==> config.mk <==
export PLATFORM = sky130hd
export DESIGN_NAME = oale_cell
export DESIGN_NICKNAME = d
export VERILOG_FILES = /design/src/design/oale_pkg.sv /design/src/design/oale_cell.sv
export SDC_FILE = /design/constraint.sdc
export NUM_CORES = 1
export LEC_CHECK = 0
export ABC_AREA = 1
export BUFFER_PORTS_ARGS = -buffer_cell sky130_fd_sc_hd__buf_4
export CAP_MARGIN = 10
export CORE_MARGIN = 3
export CORE_UTILIZATION = 39
export DETAILED_ROUTE_END_ITERATION = 16
export GPL_TIMING_DRIVEN = 0
export PLACE_DENSITY = 0.79
export SLEW_MARGIN = 20
export SYNTH_ARGS = -nofsm -noshare
export SYNTH_HDL_FRONTEND = slang
export SYNTH_SLANG_ARGS = --single-unit
export TNS_END_PERCENT = 5
==> constraint.sdc <==
create_clock -name clk -period 4.6 [get_ports clk]
set_input_delay 0.69 -clock clk [delete_from_list [all_inputs] [get_ports clk]]
set_output_delay 0.69 -clock clk [all_outputs]
set_load 0.03 [all_outputs]
==> src/design/oale_pkg.sv <==
package oale_pkg;

	localparam int DEFAULT_LIST_DEPTH = 64;

	// match flags examined per scan cycle during find
	localparam int SCAN_W = 32;
	localparam int SCAN_IDX_W = $clog2(SCAN_W);

	localparam logic [2:0] REQ_PUSH_BACK  = 3'd0;
	localparam logic [2:0] REQ_POP_BACK   = 3'd1;
	localparam logic [2:0] REQ_PUSH_FRONT = 3'd2;
	localparam logic [2:0] REQ_POP_FRONT  = 3'd3;
	localparam logic [2:0] REQ_INSERT     = 3'd4;
	localparam logic [2:0] REQ_ERASE      = 3'd5;
	localparam logic [2:0] REQ_FIND       = 3'd6;

	localparam logic [2:0] ST_OK       = 3'd0;
	localparam logic [2:0] ST_FULL     = 3'd1;
	localparam logic [2:0] ST_EMPTY    = 3'd2;
	localparam logic [2:0] ST_BADPOS   = 3'd3;
	localparam logic [2:0] ST_NOTFOUND = 3'd4;

	typedef struct packed {
		logic [2:0]         req_type;
		logic [6:0]         position;
		logic signed [31:0] value;
	} req_item_t;

	typedef struct packed {
		logic [2:0] status;
		logic [5:0] found_index;
		logic [6:0] count;
	} rsp_item_t;

	typedef enum logic [1:0] {
		CELL_HOLD,
		CELL_OPEN,
		CELL_CLOSE,
		CELL_CMP
	} cell_op_t;

	typedef struct packed {
		cell_op_t    op;
		logic [31:0] value;
	} cell_cmd_t;

	typedef enum logic {
		S_IDLE,
		S_SCAN
	} oale_state_t;

endpackage

==> src/design/oale_cell.sv <==
module oale_cell #(
	parameter int INDEX = 0,
	parameter int IDX_W = 6,
	parameter int CNT_W = 7
) (
	input  logic                clk,
	input  oale_pkg::cell_cmd_t cmd,
	input  logic [IDX_W-1:0]    pos,
	input  logic [CNT_W-1:0]    count,
	input  logic [31:0]         left_data,
	input  logic [31:0]         right_data,
	output logic [31:0]         data,
	output logic                match
);

	localparam logic [CNT_W:0] MY_IDX  = (CNT_W+1)'(INDEX);
	localparam logic [CNT_W:0] NEXT_IDX = (CNT_W+1)'(INDEX + 1);

	logic [31:0]    data_q;
	logic           match_q;
	logic [CNT_W:0] pos_ext;
	logic [CNT_W:0] cnt_ext;

	assign pos_ext = (CNT_W+1)'(pos);
	assign cnt_ext = (CNT_W+1)'(count);

	always_ff @(posedge clk) begin
		case (cmd.op)
			oale_pkg::CELL_OPEN: begin
				if (MY_IDX == pos_ext) begin
					data_q <= cmd.value;
				end else if (MY_IDX > pos_ext && MY_IDX <= cnt_ext) begin
					data_q <= left_data;
				end
			end
			oale_pkg::CELL_CLOSE: begin
				if (MY_IDX >= pos_ext && NEXT_IDX < cnt_ext) begin
					data_q <= right_data;
				end
			end
			oale_pkg::CELL_CMP: begin
				match_q <= (data_q == cmd.value) && (MY_IDX < cnt_ext);
			end
			default: begin
			end
		endcase
	end

	assign data  = data_q;
	assign match = match_q;

endmodule

==> metrics.json, run 1 <==
{
  "run_status": "complete, no violations",
  "postSynthRegisterBits": 33,
  "timing.setup.critical_path_class": "in -> reg",
  "cp_required_ns": 4.59,
  "timing.critical_path.slowest_stage_cell": "a21oi_4",
  "initial_utilization_pct": 41.2,
  "die_x_um": 82.9,
  "share_of_cells_above_drive_strength_1_pct": 33.8,
  "slew-limit-headroom_pct": 57.6,
  "synth_common_cells": "131 x nand2_1, 62 x nor2_1, 42 x inv_1",
  "worstHoldPathType": "in -> reg",
  "total_leakage_power_nw": 1.85,
  "finClkSkew_ns": 0.00788,
  "path_max_fanout": 17,
  "cts_buffers": 5,
  "grt_pass1_vias": 2544,
  "cts_repair_resize_count": 0,
  "cts.repair_timing.setup_buffer_count": 0,
  "tritoncts": "yes",
  "max-clock-path-buffers": 2,
  "synth_cells": 335,
  "die_h_um": 82.9,
  "design.final.nets": 599,
  "place_congestion": 0.769,
  "clock_sinks": 33,
  "count_of_flip_flops_with_a_built_in_enable_after_synthesis": 33,
  "layout.cells.non_filler": 560,
  "rsz0062_at_grt": "no",
  "post-synth-top-area-cell": "edfxtp_1",
  "placed_area_mm2": 0.00352,
  "max_freq_mhz": 449,
  "syn_area_per_cell_um2": 6.89,
  "detail_route.first_pass.iterations": 5,
  "drt_iter0_markers": 111,
  "placementRows": 27,
  "postSynth.topFlopCell": "edfxtp_1",
  "setup_total_negative_slack_ns": 0,
  "timing.critical_path.buf_inv": 4,
  "setup_viol_count_final": 0,
  "drt_drc_violations_left": 0,
  "hold_buffers": 0,
  "worst-slew-pin-transition_ns": 0.634,
  "vdd_ir_drop_max_uv": 132,
  "dr_total_vias": 2666,
  "num_io_pins": 145,
  "worst_ep_arrival_time_ns": 2.21,
  "n_antenna_cell": 0,
  "dp_cells": 552,
  "timing.critical_path.cells": "buf_4, nor2_1, nand3_2, clkinv_2, buf_6, nand2_1, a21oi_4, buf_16",
  "grt_antenna_before_repair": 0,
  "drv_cap": 0,
  "synth.top_cells.by_area": "edfxtp_1 43%, nand2_1 21%, nor2_1 10%",
  "grt_max_degree": 18,
  "finalInstanceArea_mm2": 0.00360,
  "core_region_area_mm2": 0.00561,
  "ff_latch_area_um2": 991,
  "count_of_endpoints_failing_hold_in_the_final_timing_report": 0,
  "cp_slowest_stage_delay_ns": 0.51,
  "period_needed_ns": 2.23,
  "overflow": 0,
  "finalCritPeriodShare_pct": 48.4,
  "share_of_yosys_cell_area_claimed_by_the_top_area_cell_type_pct": 42.9,
  "clk_transition_reported_paths_ns": 0.07,
  "yosysSeqAreaShare_pct": 42.9,
  "synth_most_common_cell": "nand2_1",
  "critical_path.top_delay_family": "buffers and inverters",
  "drt-wirelength-per-cell_um": 13.1,
  "fill_cells": 523,
  "synth_cell_types": 22,
  "track_usage_pct": 21.0,
  "clock_insertion_delay_worst_skew_ns": 0.28,
  "cellPowerDensity_mw_per_mm2": 195,
  "placement.io_buffers": 144,
  "hpwlAfterDp_um": 5980,
  "timing.critical_path.from_type": "input pin",
  "hold_worst_slack_ns": 0.730,
  "number_of_nets_still_failing_antenna_checks_after_routing": 0,
  "ys_warn_count": 0,
  "slew_viol_final": 0,
  "syn_nets": 447,
  "mappedNetlistArea_mm2": 0.00231,
  "worstSetupEndpointType": "register",
  "route.detailed.vias_per_inst": 4.76,
  "area_of_the_multi_input_gates_mm2": 0.00109,
  "flow.area_growth_from_synthesis_pct": 55.9,
  "routed_wl_um": 7340,
  "grt_first_pass_wirelength_um": 11700,
  "ctsHtreeMaxLevel": 2,
  "clock_tree.root_cell": "clkbuf_8",
  "ys_async_sr_fraction_pct": 0,
  "overall_die_area_mm2": 0.00688
}
cell type report:
type,instances,area share (%)
Clock inverter,3,0.348
Inverter,44,4.62
Buffer,12,2.09
Timing Repair Buffer,145,30.8
Sequential cell,33,27.5
Multi-Input combinational cell,246,30.2
Clock buffer,5,1.91
Tap cell,72,2.50
worst reg2reg max path: stages (launching register included):
cell and delay (ns):
edfxtp_1 0.42, nand2_1 0.09, nand2_1 0.08, nor2_1 0.15
nand2_1 0.07, nor2_1 0.14, nand3_1 0.12, nor2_1 0.10
logic make-up (layout without fill, tap and decap cells):
group,Yosys count,in the layout,share of synthesized area (%)
flip-flops,33,33,42.9
AND/OR/NAND/NOR,201,201,33.5
XOR/XNOR,10,10,3.79
buffers and inverters,56,209,10.5
AO/OA/AOI/OAI,35,35,9.32
layer usage:
| layer | track usage (%) | part of all wire, % | up-vias |
|---|---|---|---|
| met5 | 0 | 0 | - |
| met4 | 4.61 | 0.78 | 0 |
| met3 | 6.85 | 8.3 | 5 |
| met2 | 37.4 | 51 | 110 |
| li1 | - | - | 1362 |
| met1 | 24.4 | 40 | 1189 |
path summary, 6_finish.rpt:
| check | endpoint | cells past startpoint | start | slack (ns) |
|---|---|---|---|---|
| hold reg to reg | match$_DFFE_PN_ | 5 | data[18]$_DFFE_PP_ | 0.80 |
| setup / recovery | data[13]$_DFFE_PP_ | 8 | pos[1] | 2.37 |
| hold / removal | match$_DFFE_PN_ | 3 | cmd[32] | 0.73 |
| setup reg to reg | match$_DFFE_PN_ | 7 | data[24]$_DFFE_PP_ | 3.30 |
power breakdown:
group | leakage, nW | internal [W] | switching (W)
combinational | 1.50 | 0.0000908 | 0.0000678
clock | 0.0430 | 0.000102 | 0.000105
sequential | 0.306 | 0.000336 | 0.00000160
flip-flops by register name (all words and copies together) (netlist names):
register	count
match	1
data	32
metrics by stage:
stage	worst slack, ns	power [W]	utilization [%]
2_1_floorplan	1.37	0.000405	-
3_3_place_gp	0.335	0.000499	62.0
3_5_place_dp	2.05	0.000504	62.7
4_1_cts	2.34	0.000711	64.2
5_1_grt	2.22	0.000740	64.2
6_report	2.37	0.000703	64.2
layout by cell type (no fill, tap or decap), types with 2 or more instances in the layout:
cell,count
a31oi_1,32
inv_1,42
clkinv_1,2
buf_4,144
buf_1,2
buf_2,6
xnor2_1,6
xor2_1,4
buf_6,3
clkinv_2,2
nand3_1,3
nand2_1,131
clkbuf_8,5
nor2_1,62
edfxtp_1,33
(Power assumes the default switching activity.)
==> run 2, diff against run 1 <==
ABC_AREA = 0   (was 1)
CORE_UTILIZATION = 37   (was 39)
PLACE_DENSITY = 0.81   (was 0.79)
clock period = 1.98 ns   (was 4.6 ns; I/O delays follow)
==> metrics.json, run 2 <==
{
  "period_needed_ns": 1.64,
  "dr_total_vias": {"value": 2074, "change": "-22%"},
  "timing.critical_path.buf_inv": {"value": 2, "change": "-2"},
  "vdd_ir_drop_max": {"value": 297, "unit": "µV", "change": "+130%"},
  "drt-wirelength-per-cell": {"value": 16.5, "unit": "µm", "change": "+26%"},
  "drt_iter0_markers": {"value": 65, "change": "-41%"},
  "clock_tree.root_cell": "clkbuf_8",
  "placement.io_buffers": {"value": 144, "change": "unchanged"},
  "cellPowerDensity": {"value": 481, "unit": "mW/mm²", "change": "+150%"},
  "cp_required": {"value": 1.89, "unit": "ns", "change": "-2.70 ns"},
  "drv_cap": {"value": 0, "change": "unchanged"},
  "synth.top_cells.by_area": "edfxtp_1 48%, mux2i_1 15%, xor2_1 14%",
  "count_of_endpoints_failing_hold_in_the_final_timing_report": {"value": 0, "change": "unchanged"},
  "core_region_area": {"value": 0.00527, "unit": "mm²", "change": "-6.0%"},
  "max-clock-path-buffers": {"value": 2, "change": "unchanged"},
  "die_h": {"value": 80.9, "unit": "µm", "change": "-2.5%"},
  "cts.repair_timing.setup_buffer_count": {"value": 0, "change": "unchanged"},
  "largest_register_ff_count": {"value": 32, "change": "unchanged"},
  "tritoncts": "yes",
  "worst-slew-pin-transition": {"value": 0.575, "unit": "ns", "change": "-0.0595 ns"},
  "clock_insertion_delay_worst_skew": {"value": 0.28, "unit": "ns", "change": "about the same"},
  "grt_max_degree": {"value": 17, "change": "-1"},
  "timing.critical_path.from_type": "input pin",
  "route.detailed.vias_per_inst": {"value": 5.00, "change": "+5.0%"},
  "post_synth_xor_area_fraction": {"value": 13.5, "unit": "%", "change": "+9.7 points"},
  "worstSetupEndpointType": "register",
  "critical_path.top_delay_family": "simple AND/OR/NAND/NOR gates",
  "timing.critical_path.cells": "buf_4, nor4_2, nand2_2, buf_6, nor2_4",
  "share_of_cells_above_drive_strength_1": {"value": 47.0, "unit": "%", "change": "+13 points"},
  "dp_cells": {"value": 408, "change": "-26%"},
  "synthMuxAreaShare": {"value": 15.4, "unit": "%", "change": "+15 points"},
  "run_status": "complete, no violations",
  "ys_async_sr_fraction": {"value": 0, "unit": "%", "change": "unchanged"},
  "post_synthesis_share_of_cell_area_spent_on_full_adders_half_adders_and_majority_gates": {"value": 0, "unit": "%", "change": "unchanged"},
  "cts_buffers": {"value": 5, "change": "unchanged"},
  "ys_warn_count": {"value": 0, "change": "unchanged"},
  "post-route-util": {"value": 63.3, "unit": "%", "change": "-0.92 points"},
  "flow.area_growth_from_synthesis_pct": 60.8,
  "syn_nets": {"value": 306, "change": "-32%"},
  "share_of_yosys_cell_area_claimed_by_the_top_area_cell_type": {"value": 47.8, "unit": "%", "change": "+4.9 points"},
  "synth_cells": {"value": 194, "change": "-42%"},
  "clock_sinks": {"value": 33, "change": "unchanged"},
  "cp_slowest_stage_delay": {"value": 0.42, "unit": "ns", "change": "-0.09 ns"},
  "worstHoldPathType": "in -> reg",
  "number_of_nets_still_failing_antenna_checks_after_routing": {"value": 0, "change": "unchanged"},
  "setup_viol_count_final": {"value": 0, "change": "unchanged"},
  "synth_top_family_by_area": "multiplexers",
  "detail_route.first_pass.iterations": {"value": 4, "change": "-1"},
  "rsz0062_at_grt": "no",
  "overall_die_area": {"value": 0.00654, "unit": "mm²", "change": "-5.0%"},
  "worst_ep_arrival_time": {"value": 1.55, "unit": "ns", "change": "-0.66 ns"},
  "grt_pass1_vias": {"value": 2134, "change": "-16%"},
  "timing.setup.critical_path_class": "in -> reg",
  "place_congestion": {"value": 0.760, "change": "-1.2%"},
  "count_of_flip_flops_with_a_built_in_enable_after_synthesis": {"value": 33, "change": "unchanged"},
  "postSynth.topFlopCell": "edfxtp_1",
  "slew-limit-headroom": {"value": 61.7, "unit": "%", "change": "+4.1 points"},
  "post-synth-top-area-cell": "edfxtp_1",
  "timing.critical_path.slowest_stage_cell": "nor2_4",
  "yosysSeqAreaShare": {"value": 47.8, "unit": "%", "change": "+4.9 points"},
  "mappedNetlistArea": {"value": 0.00207, "unit": "mm²", "change": "-10%"},
  "postSynthRegisterBits": {"value": 33, "change": "unchanged"},
  "num_io_pins": {"value": 145, "change": "unchanged"},
  "ctsHtreeMaxLevel": {"value": 2, "change": "unchanged"},
  "drt_drc_violations_left": {"value": 0, "change": "unchanged"},
  "slew_viol_final": {"value": 0, "change": "unchanged"},
  "layout_common_cells": "144 x buf_4, 33 x nand2_1, 33 x edfxtp_1",
  "path_max_fanout": {"value": 16, "change": "-1"},
  "synth_common_cells": "33 x edfxtp_1, 33 x nand2_1, 32 x mux2i_1, 32 x xor2_1, 29 x o21ai_1",
  "placementRows": {"value": 26, "change": "-3.7%"},
  "initial_utilization": {"value": 39.3, "unit": "%", "change": "-1.8 points"},
  "finClkSkew": {"value": 0.00906, "unit": "ns", "change": "+0.00118 ns"},
  "grt_first_pass_wirelength": {"value": 10300, "unit": "µm", "change": "-11%"},
  "layout_commonest_cell": "buf_4",
  "design.final.nets": {"value": 458, "change": "-24%"},
  "compound_gate_portion_of_the_synthesized_area": {"value": 7.97, "unit": "%", "change": "-1.4 points"},
  "n_antenna_cell": {"value": 0, "change": "unchanged"},
  "syn_area_per_cell": {"value": 10.7, "unit": "µm²", "change": "+55%"},
  "clk_transition_reported_paths": {"value": 0.07, "unit": "ns", "change": "about the same"},
  "hpwlAfterDp": {"value": 5290, "unit": "µm", "change": "-12%"},
  "grt_antenna_before_repair": {"value": 0, "change": "unchanged"},
  "synth_cell_types": {"value": 18, "change": "-18%"},
  "total_leakage_power": {"value": 1.63, "unit": "nW", "change": "-12%"},
  "synthSimpleGateAreaFrac": {"value": 12.1, "unit": "%", "change": "-21 points"},
  "max_freq_mhz": 611,
  "die_x": {"value": 80.9, "unit": "µm", "change": "-2.5%"},
  "layout.cells.non_filler": {"value": 415, "change": "-26%"},
  "finalCritPeriodShare_pct": 82.7,
  "track_usage": {"value": 21.1, "unit": "%", "change": "+0.19 points"},
  "routed_wl": {"value": 6850, "unit": "µm", "change": "-6.6%"},
  "overflow": {"value": 0, "change": "unchanged"}
}
==> run 2: cell types whose count changed in the layout (fill, tap and decap cells not counted), sizes merged, moves of 4 or more <==
| cell | before | now |
|---|---|---|
| nand2 | 132 | 34 |
| nor2 | 62 | 5 |
| inv | 43 | 0 |
| a31oi | 32 | 0 |
| mux2i | 0 | 32 |
| o21ai | 2 | 32 |
| xor2 | 4 | 32 |
| nor4 | 0 | 10 |
| xnor2 | 6 | 0 |
| buf | 156 | 152 |
| nand3 | 4 | 0 |
==> run 2: repair_timing <==
item                       4_1_cts  5_1_grt
setup endpoints to repair       32       16
pin swaps                        1        0
hold buffers                     0        0
resized for setup                0        1
cloned                           1        0
==> run 2: power by group <==
group          switching, W  leakage [nW]  total (W)  internal [W]
clock              0.000248        0.0399   0.000480      0.000232
sequential       0.00000282         0.291   0.000782      0.000780
combinational      0.000137          1.30   0.000342      0.000205
total              0.000388          1.63    0.00160       0.00122
==> run 2: layer usage <==
| metal | routed length, µm | up-vias | global-route usage (%) |
|---|---|---|---|
| met5 | 0 | - | 0 |
| met4 | 104 | 0 | 5.57 |
| met3 | 673 | 8 | 5.43 |
| met2 | 3410 | 109 | 38.1 |
| met1 | 2670 | 952 | 24.8 |
| li1 | - | 1005 | - |
==> run 2: metrics by stage <==
step	worst slack [ns]	cell area, µm²	setup TNS, ns	power, W	hold WS [ns]
2_1_floorplan	0.156	2080	0	0.000918	0.484
3_3_place_gp	-0.314	3250	-10.01	0.00113	0.570
3_5_place_dp	-0.331	3250	-10.55	0.00114	0.576
4_1_cts	0.0624	3330	0	0.00161	0.280
5_1_grt	0.182	3330	0	0.00167	0.295
6_report	0.343	3330	0	0.00160	0.290
==> run 2: worst paths after layout <==
check | start | end | slack, ns | cells past startpoint
worst min-delay path | right_data[25] | data[25]$_DFFE_PP_ | 0.29 | 3
worst max register to register | data[27]$_DFFE_PP_ | match$_DFFE_PN_ | 0.35 | 4
worst min register to register | data[6]$_DFFE_PP_ | match$_DFFE_PN_ | 0.89 | 4
worst max-delay path | pos[5] | data[16]$_DFFE_PP_ | 0.34 | 5
==> run 2: worst min-delay path, cell delays in order <==
cell and delay (ns):
buf_4 0.07, nand2_1 0.03, o21ai_0 0.06
==> run 2: layout make-up <==
type / count / area, µm²
plain buffers: 10 / 66.3
clock buffers: 5 / 68.8
clock inverters: 1 / 5.00
fillers: 463 / 1940
multi-input cells: 152 / 1030
flip-flops and latches: 33 / 991
well taps: 70 / 87.6
repair buffers: 144 / 1080
==> run 2: logic make-up (layout without fill, tap and decap cells) <==
group           Yosys count  in the layout
mux                      32             32
flops                    33             33
buf+inv                  10            160
xor+xnor                 32             32
simple gates             54             55
compound gates           33             33
